--- src/sv/pru_pkg.sv ---
// shared types, codes and address helpers for the picture unit register port
package pru_pkg;

  localparam logic [1:0] CMD_READ  = 2'd0;
  localparam logic [1:0] CMD_WRITE = 2'd1;
  localparam logic [1:0] CMD_TICK  = 2'd2;

  localparam logic [2:0] REG_CTRL     = 3'd0;
  localparam logic [2:0] REG_MASK     = 3'd1;
  localparam logic [2:0] REG_STATUS   = 3'd2;
  localparam logic [2:0] REG_OAM_ADDR = 3'd3;
  localparam logic [2:0] REG_OAM_DATA = 3'd4;
  localparam logic [2:0] REG_SCROLL   = 3'd5;
  localparam logic [2:0] REG_ADDR     = 3'd6;
  localparam logic [2:0] REG_DATA     = 3'd7;

  localparam logic [1:0] CFG_MIRROR = 2'd0;
  localparam logic [1:0] CFG_ROM    = 2'd1;
  localparam logic [1:0] CFG_FRAME  = 2'd2;

  localparam int SPRITE_BYTES  = 256;
  localparam int PALETTE_BYTES = 32;
  localparam int PATTERN_BYTES = 8192;
  localparam int SPR_AW  = 8;
  localparam int PAL_AW  = 5;
  localparam int PAT_AW  = 13;
  localparam int NT_AW_MAX = 12;

  localparam logic [13:0] PALETTE_BASE   = 14'h3F00;
  localparam logic [13:0] NAMETABLE_BASE = 14'h2000;
  localparam logic [7:0]  HUD_CTRL_MASK  = 8'h38;
  localparam logic [15:0] RESET_FRAME    = 16'd29781;

  // what the output stage does with the memory data of an item
  typedef enum logic [2:0] {
    RK_NONE     = 3'd0,
    RK_STATUS   = 3'd1,
    RK_SPRITE   = 3'd2,
    RK_PALETTE  = 3'd3,
    RK_VRAM_NT  = 3'd4,
    RK_VRAM_PAT = 3'd5,
    RK_ADDR_CLR = 3'd6
  } rkind_t;

  typedef struct packed {
    logic                 spr_we;
    logic [SPR_AW-1:0]    spr_addr;
    logic                 pal_we;
    logic [PAL_AW-1:0]    pal_addr;
    logic                 nt_we;
    logic [NT_AW_MAX-1:0] nt_addr;
    logic                 pat_we;
    logic [PAT_AW-1:0]    pat_addr;
    logic [7:0]           wdata;
  } mem_req_t;

  typedef struct packed {
    rkind_t     kind;
    logic [7:0] value;
    logic       nmi;
    logic       split;
    logic [7:0] hud_x;
    logic [7:0] hud_y;
    logic [7:0] hud_ctrl;
  } s1_info_t;

  // entries 0x10/0x14/0x18/0x1c alias the background ones
  function automatic logic [PAL_AW-1:0] pal_index(input logic [13:0] a);
    logic [PAL_AW-1:0] i;
    i = a[PAL_AW-1:0];
    if (i[4] && i[1:0] == 2'b00) i[4] = 1'b0;
    return i;
  endfunction

  function automatic logic [NT_AW_MAX-1:0] nt_index(input logic [2:0] mode,
                                                    input logic [13:0] a);
    logic page;
    case (mode)
      3'd0:    page = 1'b0;
      3'd1:    page = 1'b1;
      3'd3:    page = a[11];
      default: page = a[10];
    endcase
    return {1'b0, page, a[9:0]};
  endfunction

endpackage

--- src/sv/pru_regs.sv ---
// register file, command decode and memory request generation
module pru_regs #(
  parameter int HIT_POLLS = 3
) (
  input  logic              clk,
  input  logic              rst,
  input  logic              fire,
  input  logic [1:0]        cmd,
  input  logic [2:0]        reg_index,
  input  logic [7:0]        write_data,
  input  logic [7:0]        tick_cycles,
  input  logic [2:0]        mirror_mode,
  input  logic              pattern_is_rom,
  input  logic [15:0]       frame_cycles,
  output pru_pkg::mem_req_t req,
  output pru_pkg::s1_info_t info
);

  logic [7:0]  control_reg, mask_reg, status_reg, sprite_addr, scroll_x, scroll_y;
  logic [15:0] vram_addr;
  logic        addr_toggle, scroll_toggle, split_flag;
  logic [1:0]  poll_count;
  logic [7:0]  hud_x_reg, hud_y_reg, hud_ctrl_reg;
  logic [16:0] cycle_total;

  logic [7:0]  control_next, mask_next, status_next, sprite_addr_next;
  logic [7:0]  scroll_x_next, scroll_y_next;
  logic [15:0] vram_addr_next;
  logic        addr_toggle_next, scroll_toggle_next, split_next;
  logic [1:0]  poll_next, poll_inc;
  logic [7:0]  hud_x_next, hud_y_next, hud_ctrl_next;
  logic [16:0] cycle_next, cycle_sum;
  logic [13:0] a;
  logic [15:0] vram_step;

  always_comb begin
    control_next       = control_reg;
    mask_next          = mask_reg;
    status_next        = status_reg;
    sprite_addr_next   = sprite_addr;
    scroll_x_next      = scroll_x;
    scroll_y_next      = scroll_y;
    vram_addr_next     = vram_addr;
    addr_toggle_next   = addr_toggle;
    scroll_toggle_next = scroll_toggle;
    split_next         = split_flag;
    poll_next          = poll_count;
    hud_x_next         = hud_x_reg;
    hud_y_next         = hud_y_reg;
    hud_ctrl_next      = hud_ctrl_reg;
    cycle_next         = cycle_total;
    a                  = vram_addr[13:0];
    vram_step          = vram_addr + (control_reg[2] ? 16'd32 : 16'd1);
    poll_inc           = poll_count + 2'd1;
    cycle_sum          = cycle_total + {9'd0, (tick_cycles == 8'd0) ? 8'd1 : tick_cycles};

    req          = '0;
    req.spr_addr = sprite_addr;
    req.pal_addr = pru_pkg::pal_index(a);
    req.nt_addr  = pru_pkg::nt_index(mirror_mode, a);
    req.pat_addr = a[pru_pkg::PAT_AW-1:0];
    req.wdata    = write_data;

    info       = '0;
    info.kind  = pru_pkg::RK_NONE;
    info.value = status_reg;

    case (cmd)
      pru_pkg::CMD_READ: begin
        case (reg_index)
          pru_pkg::REG_STATUS: begin
            info.kind          = pru_pkg::RK_STATUS;
            status_next        = status_reg & 8'h7F;
            scroll_toggle_next = 1'b0;
            addr_toggle_next   = 1'b0;
            if (status_reg[6]) begin
              status_next[6] = 1'b0;
              poll_next      = '0;
            end else if (poll_inc >= 2'(HIT_POLLS)) begin
              hud_x_next     = scroll_x;
              hud_y_next     = scroll_y;
              hud_ctrl_next  = control_reg & pru_pkg::HUD_CTRL_MASK;
              split_next     = 1'b1;
              status_next[6] = 1'b1;
              poll_next      = '0;
            end else begin
              poll_next = poll_inc;
            end
          end
          pru_pkg::REG_OAM_DATA: info.kind = pru_pkg::RK_SPRITE;
          pru_pkg::REG_DATA: begin
            vram_addr_next = vram_step;
            if (a >= pru_pkg::PALETTE_BASE)        info.kind = pru_pkg::RK_PALETTE;
            else if (a >= pru_pkg::NAMETABLE_BASE) info.kind = pru_pkg::RK_VRAM_NT;
            else                                   info.kind = pru_pkg::RK_VRAM_PAT;
          end
          default: ;
        endcase
      end
      pru_pkg::CMD_WRITE: begin
        poll_next = '0;
        case (reg_index)
          pru_pkg::REG_CTRL:     control_next = write_data;
          pru_pkg::REG_MASK:     mask_next = write_data;
          pru_pkg::REG_OAM_ADDR: sprite_addr_next = write_data;
          pru_pkg::REG_OAM_DATA: begin
            req.spr_we       = 1'b1;
            sprite_addr_next = sprite_addr + 8'd1;
          end
          pru_pkg::REG_SCROLL: begin
            if (!scroll_toggle) scroll_x_next = write_data;
            else                scroll_y_next = write_data;
            scroll_toggle_next = !scroll_toggle;
          end
          pru_pkg::REG_ADDR: begin
            if (!addr_toggle) vram_addr_next = {write_data, 8'd0};
            else              vram_addr_next = vram_addr | {8'd0, write_data};
            addr_toggle_next = !addr_toggle;
            info.kind        = pru_pkg::RK_ADDR_CLR;
          end
          pru_pkg::REG_DATA: begin
            if (a >= pru_pkg::PALETTE_BASE)        req.pal_we = 1'b1;
            else if (a >= pru_pkg::NAMETABLE_BASE) req.nt_we = 1'b1;
            else                                   req.pat_we = !pattern_is_rom;
            vram_addr_next = vram_step;
          end
          default: ;
        endcase
      end
      pru_pkg::CMD_TICK: begin
        cycle_next = cycle_sum;
        if (cycle_sum >= {1'b0, frame_cycles}) begin
          cycle_next         = '0;
          status_next        = (status_reg & 8'hBF) | 8'h80;
          split_next         = 1'b0;
          poll_next          = '0;
          scroll_x_next      = '0;
          scroll_y_next      = '0;
          scroll_toggle_next = 1'b0;
          hud_x_next         = '0;
          hud_y_next         = '0;
          hud_ctrl_next      = control_reg & pru_pkg::HUD_CTRL_MASK;
          info.nmi           = control_reg[7];
        end
      end
      default: ;
    endcase

    info.split    = split_next;
    info.hud_x    = hud_x_next;
    info.hud_y    = hud_y_next;
    info.hud_ctrl = hud_ctrl_next;
  end

  always_ff @(posedge clk) begin
    if (rst) begin
      control_reg   <= '0;
      mask_reg      <= '0;
      status_reg    <= '0;
      sprite_addr   <= '0;
      scroll_x      <= '0;
      scroll_y      <= '0;
      vram_addr     <= '0;
      addr_toggle   <= 1'b0;
      scroll_toggle <= 1'b0;
      split_flag    <= 1'b0;
      poll_count    <= '0;
      hud_x_reg     <= '0;
      hud_y_reg     <= '0;
      hud_ctrl_reg  <= '0;
      cycle_total   <= '0;
    end else if (fire) begin
      control_reg   <= control_next;
      mask_reg      <= mask_next;
      status_reg    <= status_next;
      sprite_addr   <= sprite_addr_next;
      scroll_x      <= scroll_x_next;
      scroll_y      <= scroll_y_next;
      vram_addr     <= vram_addr_next;
      addr_toggle   <= addr_toggle_next;
      scroll_toggle <= scroll_toggle_next;
      split_flag    <= split_next;
      poll_count    <= poll_next;
      hud_x_reg     <= hud_x_next;
      hud_y_reg     <= hud_y_next;
      hud_ctrl_reg  <= hud_ctrl_next;
      cycle_total   <= cycle_next;
    end
  end

endmodule

--- config.mk ---
export PLATFORM = sky130hd
export DESIGN_NAME = pru_regs
export DESIGN_NICKNAME = d
export VERILOG_FILES = /design/src/sv/pru_pkg.sv /design/src/sv/pru_regs.sv
export SDC_FILE = /design/constraint.sdc
export NUM_CORES = 1
export LEC_CHECK = 0
export BUFFER_PORTS_ARGS = -buffer_cell sky130_fd_sc_hd__buf_2
export CAP_MARGIN = 40
export CORE_MARGIN = 5
export CORE_UTILIZATION = 35
export CTS_BUF_LIST = sky130_fd_sc_hd__clkbuf_4 sky130_fd_sc_hd__clkbuf_8
export DETAILED_ROUTE_END_ITERATION = 8
export PLACE_DENSITY = 0.62
export SLEW_MARGIN = 10
export SYNTH_ARGS = -nofsm -noshare
export SYNTH_HDL_FRONTEND = slang
export SYNTH_SLANG_ARGS = --single-unit
--- constraint.sdc ---
create_clock -name clk -period 5.2 [get_ports clk]
set_clock_uncertainty 0.05 [all_clocks]
set_input_delay 0 -clock clk [delete_from_list [all_inputs] [get_ports clk]]
set_output_delay 0 -clock clk [all_outputs]
set_load 0.05 [all_outputs]
; ---- Yosys cells after proc, flatten, opt, wreduce, memory -nomap -nowiden
; Cells that the tools add are included.
[word_totals]
regBits = 96
output_inout_bits = 87
[op_classes]
add_sub_neg = 4
magnitude_cmp = 4
n_eq_ne = 18
n_mux = 73
bitwise_logic = 1
reduce_logical = 24
[op_table]
columns = operator, n
row1 = $mux 8, 20
row2 = $pmux 8 s2, 7
row3 = $pmux 16 s2, 2
row4 = $mux 16, 2
row5 = $ge 14x14->1 const B, 2
row6 = $mux 1, 27
row7 = $add 17x8->17, 1
row8 = $ge 17x16->1, 1
row9 = $mux 17, 1
row10 = $add 16x6->16, 1
row11 = $or 16x8->16, 1
row12 = $reduce_and 4->1, 4
row13 = $reduce_and 5->1, 3
row14 = $eq 3x3->1 const B, 4
row15 = $eq 3x2->1 const B, 3
row16 = $pmux 3 s3, 1
row17 = $add 8x1->8 const B, 1
row18 = $logic_not 8->1, 1
row19 = $mux 2, 4
row20 = $ne 2x2->1 const B, 4
row21 = $reduce_bool 2->1, 4
row22 = $logic_not 3->1, 2
row23 = $mux 3, 2
row24 = $mux 6, 1
row25 = 17 further kinds, 25

; ---- Longest topological paths before layout
[depth]
ltp_word = 6
depth_mapped = 20

; ---- Least setup slack after synthesis
; No wires, ideal clock.
[synth_path]
path_kind = reg-to-reg
start = register cycle_total[0]
end = register hud_x_reg[0]
setup_time_ns = 0.117
t_arrival_ns = 3.786
path_slack_ns = 1.247
stages_incl_launch_ff = 18
synth_period_minus_slack_ns = 3.953
cell_sequence = dfxtp_1 ha_1 fa_1 a211oi_2 o21ai_2 o21ai_0 nor2_1 xor2_1 ha_1 nand4_1 nor4_1 o31ai_1 and4b_1 buf_2 a311oi_2 nor2_1 buf_2 a22o_1
[synth_via]
elab_chain_cells = 4
[synth_rtl]
columns = item, line
row1 = "start, declared", pru_regs.sv:24  ; logic [16:0] cycle_total;
row2 = "start signal, assigned", pru_regs.sv:187  ; cycle_total <= cycle_next;
row3 = $add 17x8->17, pru_regs.sv:55  ; cycle_sum = cycle_total + {9'd0, (tick_cycles == 8'd0) ? 8'd1 : tick_cycles};
row4 = $ge 17x16->1, pru_regs.sv:132  ; if (cycle_sum >= {1'b0, frame_cycles}) begin
row5 = $mux 8, pru_regs.sv:132
row6 = $pmux 8 s2, pru_regs.sv:68  ; case (cmd)
row7 = "end signal, assigned", pru_regs.sv:184  ; hud_x_reg <= hud_x_next;
row8 = "end, declared", pru_regs.sv:23  ; logic [7:0] hud_x_reg, hud_y_reg, hud_ctrl_reg;
; Every way passes these cells.
; A chain may end at the register's enable or synchronous reset.

==> results.sh <==
export IMPL_r2r_start="cycle_total[0]"
export IMPL_netlist_top_cells_area="dfxtp_1, ha_1, buf_4"
export IMPL_synth_top_area_cell="dfxtp_1"
export IMPL_end_kind="output pin"
export IMPL_top_layer_used="met4"
export IMPL_postCtsSetupRepairBufs=0
export IMPL_vias=5195
export IMPL_pwr_share_seq_pct=49.0
export IMPL_cellLeakagePower_uw=0.002796
export IMPL_crit_top_cell="ha_1"
export IMPL_cpPeakStageDelay_ns=0.44
export IMPL_cp_required_ns=5.15
export IMPL_wl_met3_um=973
export IMPL_drive_gt1_share_pct=21.04
export IMPL_ios=131
export IMPL_clock_sinks=91
export IMPL_intPower_uw=1017
export IMPL_cts_root_buf="clkbuf_8"
export IMPL_synthFlopType="dfxtp_1"
export IMPL_worst_r2r_endpoint="scroll_y[6]"
export IMPL_synth_edf_count=0
export IMPL_setup_tns_ns=0
export IMPL_crit_start="cycle_total[0]"
export IMPL_via_per_inst=5.269
export IMPL_dp_hpwl_um=11150
export IMPL_grt_usage_pct=16.68
export IMPL_regArea_mm2=0.001822
export IMPL_fin_cells=986
export IMPL_fin_crit_sh_pct=90.72
export IMPL_die_width_um=137.9
export IMPL_drc=0
export IMPL_path_cells="ha_1 > fa_1 > a211oi_2 > o21ai_2 > o21ai_0 > nor2_1 > xor2_1 > ha_1 > nand4_1 > nor4_1 > o31ai_1 > and4b_1 > nand3_1 > nand2b_1 > buf_4 > a22o_1 > buf_2"
export IMPL_regMostFlops="cycle_total"
export IMPL_place_inst=961
export IMPL_multi_input_area_mm2=0.003308
export IMPL_portBuffers=123
export IMPL_reg2reg_depth=15
export IMPL_die_area_mm2=0.01901
export IMPL_clockBufferDepth=2
export IMPL_crit_end="info[4]"
export IMPL_top_regs="cycle_total x17, vram_addr x14"
export IMPL_mostFrequentLayoutCell="buf_2"
export IMPL_fin_nets=842
export IMPL_core_area_mm2=0.01594
export IMPL_totalWireLength_um=15800
export IMPL_yosysSeqAreaShare_pct=31.84
export IMPL_netlist_area_leader_share_pct=31.84
export IMPL_sw_frac_of_total_pct=30.48
export IMPL_p_sw_uw=445.9
export IMPL_ys_seq_elements=91
export IMPL_start_kind="register"
export IMPL_hold_viol_final=0
export IMPL_htree_levels=3
export IMPL_hold_class="input port to register"
export IMPL_rrSetupSlack_ns=0.69
export IMPL_drt_iter0_drc=249
export IMPL_slew_viol_final=0
export IMPL_ant_nets=0
export IMPL_tightest_slew_ns=0.8486
export IMPL_slew_headroom_pct=43.43
export IMPL_wl_met1_um=7440
export IMPL_final_cell_mix="buf_2, dfxtp_1, nor2_1, nand2_1, a21oi_1"
export IMPL_arrival_ns=4.67
export IMPL_wl_per_cell_um=16.02
export IMPL_die_h_um=137.9
export IMPL_clock_latency_ns=0.38
export IMPL_diodes=0
export IMPL_largest_register_ffs=17
export IMPL_post_route_min_period_ns=4.718
export IMPL_cts_buffers=9
export IMPL_syn_area_mm2=0.005722
export IMPL_rsz0062_at_grt="false"
export IMPL_drtPass1Iterations=5
export IMPL_async_reset_ff_share_pct=0
export IMPL_dr_wl_met2_um=7148
export IMPL_p_clk_share_pct=34.8
export IMPL_clkTransAtPathRegs_ns=0.10
export IMPL_antenna_found_initial=0
export IMPL_grt_overflow=0
export IMPL_cpMaxStageDelayCell="fa_1"
export IMPL_yosysUniqueCellTypes=64
export IMPL_maxCapViolations=0
export IMPL_max_freq_mhz=212.0
export IMPL_crit_type="register to output pin"
export IMPL_syn2layout_area_growth_pct=13.49
export IMPL_grt_pass1_wl_um=25470
export IMPL_path_max_fanout=24
export IMPL_syn_instance_count=694
export IMPL_status="finished, final reports clean"
export IMPL_grt_max_degree=70
export IMPL_setup_viol=0
export IMPL_n_fill_cell=1646
export IMPL_vdd_drop_max_mv=0.1091
export IMPL_gp_congestion=0.8241
export IMPL_yosysWarnings=0
export IMPL_powerDensity_mw_per_mm2=225.3
export IMPL_start_util_pct=35.89
export IMPL_row_count=46
export IMPL_grt_pass1_vias=5094
export IMPL_syn_avg_cell_area_um2=8.245
export IMPL_cts_tree="yes"
export IMPL_pwr_share_comb_pct=16.3
-- power groups by stage --
| stage | Clock, uW | Combinational (uW) | Sequential (uW) |
|---|---|---|---|
| after global placement | 0 | 229 | 732 |
| after detailed placement | 0 | 232 | 732 |
| final | 509 | 238 | 716 |
| after CTS | 527 | 238 | 716 |
| after global routing | 554 | 263 | 718 |
| after floorplan | 0 | 174 | 733 |
-- metrics by stage --
| step | total power (uW) | hold slack [ns] | area [um^2] | util (%) | setup WS [ns] |
|---|---|---|---|---|---|
| floorplan | 907.0 | 0.09684 | 5744 | - | 1.247 |
| global placement | 961.6 | 0.2618 | 6177 | 38.75 | 0.8499 |
| detailed placement | 964.0 | 0.2638 | 6200 | 38.89 | 0.6759 |
| CTS | 1481 | 0.02969 | 6494 | 40.73 | 0.4324 |
| global route | 1535 | 0.05661 | 6494 | 40.73 | 0.1015 |
| finish | 1463 | 0.04937 | 6494 | 40.73 | 0.4824 |
-- layout make-up --
class / instances / area share, %
Multi-Input combinational cell: 491 / 50.94
Sequential cell: 91 / 28.05
Timing Repair Buffer: 139 / 11.79
Tap cell: 216 / 4.162
Clock buffer: 10 / 2.023
Inverter: 33 / 1.908
Clock inverter: 6 / 1.118
-- synthesized netlist by cell type (3+ instances only) --
library cell   n
dfxtp_1       91
nor2_1        68
nand2_1       52
buf_4         43
a21oi_1       38
a22o_1        35
inv_1         33
ha_1          32
clkbuf_1      31
o21ai_0       31
mux2i_1       24
nand3_1       22
a22oi_1       18
and2_1        14
nand4_1       11
xnor2_1       11
a211oi_1      10
nor2b_1       10
nor3_1        10
a21o_1         8
and3_1         8
buf_2          8
or3_1          6
a311oi_1       5
a31oi_1        5
o32ai_1        5
nand3b_1       4
nor4_1         4
xor2_1         4
a221oi_1       3
and4_1         3
buf_1          3
nand2b_1       3
o211ai_1       3
o22ai_1        3
o31ai_1        3
-- worst max-delay path, delay by kind of cell, from the launching register on --
kind | cells | cell delay, ns
XOR/XNOR | 1 | 0.17
buffers and inverters | 2 | 0.42
adder cells (fa/ha/maj) | 3 | 0.99
AO/OA/AOI/OAI | 5 | 1.21
flip-flops | 1 | 0.32
AND/OR/NAND/NOR | 6 | 1.17
-- metal layers --
metal	track usage [%]	vias up
met5	0	-
met4	4.720	0
met3	3.665	17
met2	27.20	162
met1	22.24	2435
li1	-	2581
-- worst min-delay path by stage --
| stage | cells past startpoint | slack (ns) | end | from |
|---|---|---|---|---|
| floorplan | 2 | 0.1 | control_reg[7] | write_data[7] |
| global placement | 3 | 0.26 | req[21] | pattern_is_rom |
| detailed placement | 3 | 0.26 | req[21] | pattern_is_rom |
| CTS | 4 | 0.03 | addr_toggle | reg_index[1] |
| global route | 4 | 0.06 | addr_toggle | reg_index[1] |
| finish | 4 | 0.05 | addr_toggle | reg_index[1] |
-- repair_timing --
item / in CTS / in global routing
hold endpoints to repair: 14 / 0
gates resized for setup: 0 / 0
hold buffers: 9 / 0
-- cells by family (layout without fill, tap and decap cells) --
| family | Yosys count | count (layout) | share of synthesized area, % |
|---|---|---|---|
| AOI/OAI and AO/OA | 184 | 184 | 23.42 |
| xor gates and xnor gates | 16 | 16 | 2.777 |
| adders and majority gates | 33 | 33 | 7.347 |
| buffers and inverters | 118 | 188 | 10.74 |
| DFF | 91 | 91 | 31.84 |
| muxes | 24 | 24 | 4.199 |
| other | 1 | 7 | 0.06554 |
| and+or+nand+nor | 227 | 227 | 19.62 |
(Power assumes the default switching activity.)
